**config.mk**
```make
export PLATFORM = sky130hd
export DESIGN_NAME = ipv4_dotted_quad_parser
export DESIGN_NICKNAME = d
export VERILOG_FILES = /design/src/ipv4dq_pkg.sv /design/src/ipv4_dotted_quad_parser.sv
export SDC_FILE = /design/constraint.sdc
export NUM_CORES = 1
export LEC_CHECK = 0
export ABC_AREA = 1
export BUFFER_PORTS_ARGS = -buffer_cell sky130_fd_sc_hd__buf_2
export CORE_UTILIZATION = 40
export CTS_CLUSTER_DIAMETER = 80
export DETAILED_ROUTE_END_ITERATION = 7
export RECOVER_POWER = 25
export SYNTH_ARGS = -nofsm -noshare
export SYNTH_HDL_FRONTEND = slang
export SYNTH_SLANG_ARGS = --single-unit
```
**constraint.sdc**
```tcl
create_clock -name clk -period 4.9 [get_ports clk]
set_input_delay 0.49 -clock clk [delete_from_list [all_inputs] [get_ports clk]]
set_output_delay 0.49 -clock clk [all_outputs]
set_load 0.02 [all_outputs]
```
**src/ipv4dq_pkg.sv**
```systemverilog
`default_nettype none

package ipv4dq_pkg;

    typedef logic [2:0] status_t;

    localparam status_t ST_OK        = 3'd0;
    localparam status_t ST_BAD_CHAR  = 3'd1;
    localparam status_t ST_TOO_LONG  = 3'd2;
    localparam status_t ST_OVER_255  = 3'd3;
    localparam status_t ST_EMPTY     = 3'd4;
    localparam status_t ST_COUNT     = 3'd5;
    localparam status_t ST_NONCONTIG = 3'd6;

    localparam logic [7:0] CHAR_ZERO = 8'h30;
    localparam logic [7:0] CHAR_NINE = 8'h39;
    localparam logic [7:0] CHAR_DOT  = 8'h2e;

    localparam logic [9:0] OCTET_MAX   = 10'd255;
    localparam logic [1:0] MAX_DIGITS  = 2'd3;
    localparam logic [1:0] DOTS_NEEDED = 2'd3;

    typedef logic [0:0] cfg_index_t;
    localparam cfg_index_t REG_PARSE_MODE = 1'b0;
    localparam cfg_index_t REG_NETMASK    = 1'b1;

    typedef struct packed {
        logic [7:0] char_in;
        logic       end_of_string;
    } char_word_t;

    typedef struct packed {
        status_t     status;
        logic [31:0] value;
        logic [31:0] host_part;
    } res_word_t;

endpackage

`default_nettype wire

```
**src/ipv4_dotted_quad_parser.sv**
```systemverilog
// a character is registered in s1, then parsed into the parse state as it
// leaves s1; the result word is registered as the end of string leaves s1
// throughput: one character per cycle, but end of string waits for out_free
// reset: rst_n clears parse state, valids, parse_mode and netmask to zero
`default_nettype none

module ipv4_dotted_quad_parser (
    input  wire logic                    clk,
    input  wire logic                    rst_n,
    input  wire logic                    char_valid,
    output logic                         char_ready,
    input  wire ipv4dq_pkg::char_word_t  char_word,
    output logic                         res_valid,
    input  wire logic                    res_ready,
    output ipv4dq_pkg::res_word_t        res_word,
    input  wire logic                    cfg_we,
    input  wire ipv4dq_pkg::cfg_index_t  cfg_index,
    input  wire logic [31:0]             cfg_wdata
);
    import ipv4dq_pkg::*;

    logic        parse_mode_reg;
    logic [31:0] netmask_reg;

    logic       s1_valid_reg;
    char_word_t s1_word_reg;

    logic [9:0]  acc_reg,  acc_next;
    logic [1:0]  dig_reg,  dig_next;
    logic [1:0]  dots_reg, dots_next;
    logic [31:0] val_reg,  val_next;
    status_t     err_reg,  err_next;

    logic      out_valid_reg;
    res_word_t out_reg, out_next;

    logic       s1_fire;
    logic       out_free;
    logic       is_digit;
    logic [3:0] digit;
    logic [31:0] final_val;
    logic [31:0] inv_val;
    status_t     fin_status;

    assign out_free   = !out_valid_reg || res_ready;
    assign s1_fire    = s1_valid_reg && (!s1_word_reg.end_of_string || out_free);
    assign char_ready = !s1_valid_reg || s1_fire;
    assign res_valid  = out_valid_reg;
    assign res_word   = out_reg;

    assign is_digit = (s1_word_reg.char_in >= CHAR_ZERO) && (s1_word_reg.char_in <= CHAR_NINE);
    assign digit    = 4'(s1_word_reg.char_in - CHAR_ZERO);

    // character step
    always_comb
    begin
        acc_next  = acc_reg;
        dig_next  = dig_reg;
        dots_next = dots_reg;
        val_next  = val_reg;
        err_next  = err_reg;
        if (err_reg == ST_OK)
        begin
            if (is_digit)
            begin
                if (dig_reg == MAX_DIGITS)
                begin
                    err_next = ST_TOO_LONG;
                end
                else
                begin
                    // acc * 10 + digit, acc is at most 99 here
                    acc_next = {acc_reg[6:0], 3'b000} + {acc_reg[8:0], 1'b0}
                             + {6'd0, digit};
                    dig_next = dig_reg + 2'd1;
                end
            end
            else if (s1_word_reg.char_in == CHAR_DOT)
            begin
                if (dig_reg == 2'd0)
                begin
                    err_next = ST_EMPTY;
                end
                else if (acc_reg > OCTET_MAX)
                begin
                    err_next = ST_OVER_255;
                end
                else if (dots_reg == DOTS_NEEDED)
                begin
                    err_next = ST_COUNT;
                end
                else
                begin
                    val_next  = {val_reg[23:0], acc_reg[7:0]};
                    dots_next = dots_reg + 2'd1;
                    acc_next  = 10'd0;
                    dig_next  = 2'd0;
                end
            end
            else
            begin
                err_next = ST_BAD_CHAR;
            end
        end
    end

    // end-of-string checks on the updated state
    always_comb
    begin
        fin_status = err_next;
        final_val  = {val_next[23:0], acc_next[7:0]};
        if (fin_status == ST_OK)
        begin
            if (dots_next != DOTS_NEEDED)
                fin_status = ST_COUNT;
            else if (dig_next == 2'd0)
                fin_status = ST_EMPTY;
            else if (acc_next > OCTET_MAX)
                fin_status = ST_OVER_255;
        end
        inv_val = ~final_val;
        // contiguous ones then zeros: inverted value is of the form 0..01..1
        if ((fin_status == ST_OK) && parse_mode_reg
            && ((inv_val & (inv_val + 32'd1)) != 32'd0))
            fin_status = ST_NONCONTIG;

        out_next.status = fin_status;
        if (fin_status == ST_OK)
        begin
            out_next.value     = final_val;
            out_next.host_part = final_val & ~netmask_reg;
        end
        else
        begin
            out_next.value     = 32'd0;
            out_next.host_part = 32'd0;
        end
    end

    always_ff @(posedge clk or negedge rst_n)
    begin
        if (!rst_n)
        begin
            parse_mode_reg <= 1'b0;
            netmask_reg    <= 32'd0;
        end
        else if (cfg_we)
        begin
            case (cfg_index)
                REG_PARSE_MODE: parse_mode_reg <= cfg_wdata[0];
                REG_NETMASK:    netmask_reg    <= cfg_wdata;
                default:        ;
            endcase
        end
    end

    always_ff @(posedge clk or negedge rst_n)
    begin
        if (!rst_n)
            s1_valid_reg <= 1'b0;
        else if (char_ready)
            s1_valid_reg <= char_valid;
    end

    always_ff @(posedge clk)
    begin
        if (char_ready && char_valid)
            s1_word_reg <= char_word;
    end

    always_ff @(posedge clk or negedge rst_n)
    begin
        if (!rst_n)
        begin
            acc_reg  <= 10'd0;
            dig_reg  <= 2'd0;
            dots_reg <= 2'd0;
            val_reg  <= 32'd0;
            err_reg  <= ST_OK;
        end
        else if (s1_fire)
        begin
            if (s1_word_reg.end_of_string)
            begin
                acc_reg  <= 10'd0;
                dig_reg  <= 2'd0;
                dots_reg <= 2'd0;
                val_reg  <= 32'd0;
                err_reg  <= ST_OK;
            end
            else
            begin
                acc_reg  <= acc_next;
                dig_reg  <= dig_next;
                dots_reg <= dots_next;
                val_reg  <= val_next;
                err_reg  <= err_next;
            end
        end
    end

    always_ff @(posedge clk or negedge rst_n)
    begin
        if (!rst_n)
            out_valid_reg <= 1'b0;
        else if (s1_fire && s1_word_reg.end_of_string)
            out_valid_reg <= 1'b1;
        else if (res_ready)
            out_valid_reg <= 1'b0;
    end

    always_ff @(posedge clk)
    begin
        if (s1_fire && s1_word_reg.end_of_string)
            out_reg <= out_next;
    end

`ifndef NO_ASSERTIONS
    a_error_zeroes: assert property (@(posedge clk) disable iff (!rst_n)
        (out_valid_reg && (out_reg.status != ST_OK))
        |-> ((out_reg.value == 32'd0) && (out_reg.host_part == 32'd0)))
        else $error("failed result word carries nonzero value");

    a_acc_range: assert property (@(posedge clk) disable iff (!rst_n)
        acc_reg <= 10'd999)
        else $error("octet accumulator out of range");

    a_result_source: assert property (@(posedge clk) disable iff (!rst_n)
        $rose(out_valid_reg) |-> $past(s1_fire && s1_word_reg.end_of_string))
        else $error("result word without end of string");

    a_state_cleared: assert property (@(posedge clk) disable iff (!rst_n)
        (s1_fire && s1_word_reg.end_of_string)
        |=> ((dig_reg == 2'd0) && (dots_reg == 2'd0) && (err_reg == ST_OK)))
        else $error("parse state not cleared after end of string");
`endif

endmodule

`default_nettype wire

```
Word level (Yosys, flattened, before mapping)
Cells that the tools add are included.
{"block": "totals", "in_bits": 47, "latch_bits": 0, "ram_bits": 0, "memories": 0, "register_bits": 152, "mem_bits_ro": 0}
{"block": "classes", "shift": 0, "div": 0, "n_lt_le_gt_ge": 4, "n_eq_ne": 4, "mul": 0, "n_reduce_logical": 22, "add_sub_neg": 6, "n_bitwise": 5, "muxes": 45}
{"cell": "$mux W24", "n": 7}
{"cell": "$mux W10", "n": 8}
{"cell": "$and A32 B32 Y32", "n": 2}
{"cell": "$not A32 Y32", "n": 2}
{"cell": "$mux W3", "n": 13}
{"cell": "$add A32 B1 Y32 const B", "n": 1}
{"cell": "$reduce_bool A32 Y1", "n": 1}
{"cell": "$mux W2", "n": 15}
{"cell": "$gt A10 B8 Y1 const B", "n": 2}
{"cell": "$logic_not A3 Y1", "n": 4}
{"cell": "$add A10 B10 Y10", "n": 1}
{"cell": "$add A10 B4 Y10", "n": 1}
{"cell": "$eq A8 B6 Y1 const B", "n": 1}
{"cell": "$ge A8 B6 Y1 const B", "n": 1}
{"cell": "$le A8 B6 Y1 const B", "n": 1}
{"cell": "$logic_and A1 B1 Y1", "n": 6}
{"cell": "$add A2 B1 Y2 const B", "n": 2}
{"cell": "$eq A2 B2 Y1 const B", "n": 2}
{"cell": "$logic_not A2 Y1", "n": 2}
{"cell": "$reduce_and A2 Y1", "n": 2}
{"cell": "$sub A4 B1 Y4 const B", "n": 1}
{"cell": "$logic_not A1 Y1", "n": 3}
{"cell": "$logic_or A1 B1 Y1", "n": 3}
{"cell": "$mux W1", "n": 2}
{"cell": "3 further kinds", "n": 3}

Depth between registers and ports, before layout
{"block": "depth", "ltp_word": 17, "mapped_depth": 26, "mapped_depth_nobuf": 25}

Worst setup path after synthesis
Ideal clock, no wire load.
{"block": "synth_timing", "path_type": "register -> register", "from": "register acc_reg[0]", "to": "register out_reg (netlist bit res_word[53]) (data pin)", "path_buffers": 1, "setup_ns": 0.251, "arrival_time_ns": 3.148, "stages_incl_launch_ff": 20, "path_slack_ns": 1.501, "required_ns": 4.649, "cell_sequence": "dfrtp_1 inv_1 fa_1 inv_1 fa_1 nand3_1 nand2_1 nand2_1 nand2_1 a21oi_1 xnor2_1 o21ai_0 nand3_1 a21boi_0 nand3_1 nor2_1 nand2_4 buf_8 nand3_2 inv_1"}
{"block": "synth_between", "elab_chain_len": 16, "elab_cells_between_ends": 48, "cone_classes": "3 x add/sub; 2 x order compare; 1 x eq/ne; 33 x mux; 2 x bitwise; 7 x reduce/logical"}
{"item": "from (decl)", "line": "ipv4_dotted_quad_parser.sv:28", "text": "logic [9:0] acc_reg, acc_next;"}
{"item": "from (signal assigned)", "line": "ipv4_dotted_quad_parser.sv:193", "text": "acc_reg <= acc_next;"}
{"item": "branches (longest 16 deep; another with $add A32 B1 Y32)"}
{"item": "to (signal assigned)", "line": "ipv4_dotted_quad_parser.sv:215", "text": "out_reg <= out_next;"}
{"item": "to (decl)", "line": "ipv4_dotted_quad_parser.sv:35", "text": "res_word_t out_reg, out_next;"}
Several ways; the timed one is not identified.
A chain may end at the register's enable or synchronous reset.

Worst setup path in the final report
{"block": "layout_timing", "from": "register err_reg[0]", "to": "register out_reg (netlist bit res_word[14]) (data pin)"}
{"block": "layout_between", "elab_chain_len": 15, "elab_cells_between_ends": 30, "cone_classes": "1 x add/sub; 1 x order compare; 1 x eq/ne; 16 x mux; 3 x bitwise; 8 x reduce/logical"}
{"item": "from (decl)", "line": "ipv4_dotted_quad_parser.sv:32", "text": "status_t err_reg, err_next;"}
{"item": "from (signal assigned)", "line": "ipv4_dotted_quad_parser.sv:197", "text": "err_reg <= err_next;"}
{"item": "branches (longest 15 deep; another with $add A32 B1 Y32)"}
Several ways; the timed one is not identified.

==> impl_results.md <==
* Static Leak at 4.94 nW
* Seq cells post-synth at 152
* Main synth FF type: edfxtp_1
* First-pass GRT wire length at 29600 um
* RSZ-0062 raised after global routing: no
* Fin worst setup slack at 0.740 ns
* Number of buffers created by CTS at 17
* Port Buf Inserts at 115
* Max reg flops at 67
* Tot GR Track Use at 19.2%
* Max Clock Skew at 0.00899 ns
* DRT iter0 DRCs at 421
* Final nets at 1047
* Die width at 142 um
* Antenna Nets Post-Route at 0
* Most common cell after layout, fill and taps aside: nand2_1
* Mapped Cells at 860
* Initial Utilization at 41.4%
* Slowest Stage Delay on Critical Path at 0.56 ns
* Mapped Area at 7880 um^2
* Synth cell types at 43
* Yosys warnings at 0
* Met2 WL at 8390 um
* CP max-delay cell: nand4_2
* Register area share after synthesis at 53.1%
* Crit path cell chain: nor2_1 > nand2_1 > inv_2 > nand4_2 > buf_4 > buf_4 > o21ai_2 > nand2_1 > inv_1 > nand2_1 > nor2_2 > nand3_1 > nand2_1 > nand2_1 > nor2_1 > nand2_1 > nor2_1 > nand2_1 > nand2_4 > buf_12 > nand3_2 > nor2_1
* Clk buf depth at 2
* Post-synthesis net count at 923
* Total gr overflow at 0
* Core area at 19000 um^2
* Critical Path End Type: flop
* Top Ports at 116
* Die Height at 142 um
* Row Count at 50
* Maxcap violations at 1
* Worst skew pair latency at 0.42 ns
* Commonest cells after routing, fill and taps aside: nand2_1, inv_1, nor2_1
* Postcts setup bufs at 0
* Layout area overhead at 17.2%
* CTS tree: yes
* Cell Area, Placed at 8730 um^2
* FFs w/ async S/R, synth at 50.0%
* Layout cells sized above 1 at 21.3%
* Peak VDD IR at 261 uV
* Final instance area at 9230 um^2
* Vias in the first global route at 5823
* H-tree depth at 4
* Tcrit/Tclk final at 84.9%
* Metal1 wirelength at 8850 um
* Status: finished with violations
* Non-filler cells, final at 1257
* Placed wire-length estimate at 13400 um
* Pre-CTS WS at 0.801 ns
* Pwr/cell area at 346 nW/um^2
* Clk root buf: clkbuf_16
* WL per Instance at 14.6 um
* N_diodes at 0
* Worst-path clk slew at 0.06 ns
* Actual slew at the worst max-slew pin at 1.63 ns
* Synthesized area per cell at 9.16 um^2
* Via density at 4.84
* Gp weighted congestion at 0.900
* Initial antenna violation count at 0
* Drt total wl at 18400 um
* Crit path top cell by count: nand2_1
* DR top layer: met4
* Total die area at 20300 um^2
* Kind of critical path: reg2reg
* Minimum clock period at 4.16 ns
* Hold Path Class: in2reg
* Dpl cells at 1224
* Post-synth EDFFs at 76
* Clk sinks at 152
* Critical path required time at 5.18 ns
* Met3 routed WL at 885 um
* Pin count of the biggest net entering global routing at 50
* CP arrival at 4.44 ns
* Worst setup SP type: flop
* Peak Freq at 0.240 GHz
* Slew Viols, Final at 29
* Drt pass-1 iters at 5
* Worst slew margin at -8.40%
* TNS Setup at 0 ns
* Remaining DRCs at 0
* Final-report setup violation count at 0
* Final Hold Fails at 0
* Via Count at 6078
* Critical-path maximum fanout at 22
* Failing checks: max-capacitance violations, max-slew violations
## through the flow
stage,hold slack (ns),util [%],total power (W)
floorplan,0.194,-,0.00187
global placement,0.448,45.9,0.00200
detailed placement,0.445,45.9,0.00201
CTS,0.221,48.8,0.00323
global route,0.220,48.6,0.00334
finish,0.239,48.6,0.00319
## where the power goes
part	leakage, nW	switching (W)	internal, W
registers	1.72	0.0000368	0.00143
logic	2.97	0.000352	0.000160
clock network	0.256	0.000523	0.000695
## timing repair
action,CTS,global route
hold buffers,1,0
hold endpoints to repair,17,0
gates resized for setup,0,0
## critical path: cells and delay by family (launching register included)
family | cells | cell delay (ns)
AOI/OAI and AO/OA | 1 | 0.19
buffers and inverters | 5 | 1.12
DFF | 1 | 0.41
and+or+nand+nor | 16 | 2.29
## synth_stat cells (3+ instances only)
master,count,share of area [%]
a21oi_1,14,0.89
a31oi_1,3,0.24
buf_1,3,0.14
buf_2,3,0.19
buf_4,3,0.29
buf_6,3,0.43
clkbuf_1,7,0.33
dfrtp_1,76,24
edfxtp_1,76,29
ha_1,14,2.2
inv_1,144,6.9
mux2_2,31,4.4
nand2_1,208,9.9
nand3_1,28,1.8
nand3_2,28,3.6
nand3b_1,3,0.29
nand4_1,9,0.71
nor2_1,98,4.7
nor2_2,11,0.87
o21ai_0,21,1.3
o21ai_1,6,0.38
o21ai_2,10,1.1
o22ai_1,33,2.6
xor2_1,3,0.33
## final timing paths
kind / cells past startpoint / from / endpoint / slack [ns]
setup / recovery: 22 / err_reg[0] / res_word[14] / 0.74
hold / removal: 1 / char_word[3] / s1_word_reg[3] / 0.24
setup reg to reg: 22 / err_reg[0] / res_word[14] / 0.74
hold reg to reg: 2 / val_reg[23] / val_reg[23] / 0.49
max in group asynchronous: 3 / rst_n / netmask_reg[3] / 2.43
min in group asynchronous: 2 / rst_n / netmask_reg[14] / 1.01
## cell families after synthesis
family / share of synthesized area (%)
AND/OR/NAND/NOR: 22.9
buffers and inverters: 9.02
flip-flops: 53.1
AO/OA/AOI/OAI: 7.21
multiplexers: 4.43
adder cells (fa/ha/maj): 2.73
XOR/XNOR: 0.556
## layer usage
layer	up-vias	GRT usage, %
li1	3035	-
met5	-	0
met1	2852	25.9
met2	170	30.6
met4	0	7.02
met3	21	3.77
## cell type report
cell class | instances | area [um^2]
Clock buffer | 20 | 437
Clock inverter | 12 | 101
Fill cell | 1892 | 9780
Inverter | 147 | 552
Multi-Input combinational cell | 539 | 2980
Sequential cell | 152 | 4180
Tap cell | 260 | 325
Timing Repair Buffer | 127 | 653
Note: power is estimated with default switching activity, not from simulation.
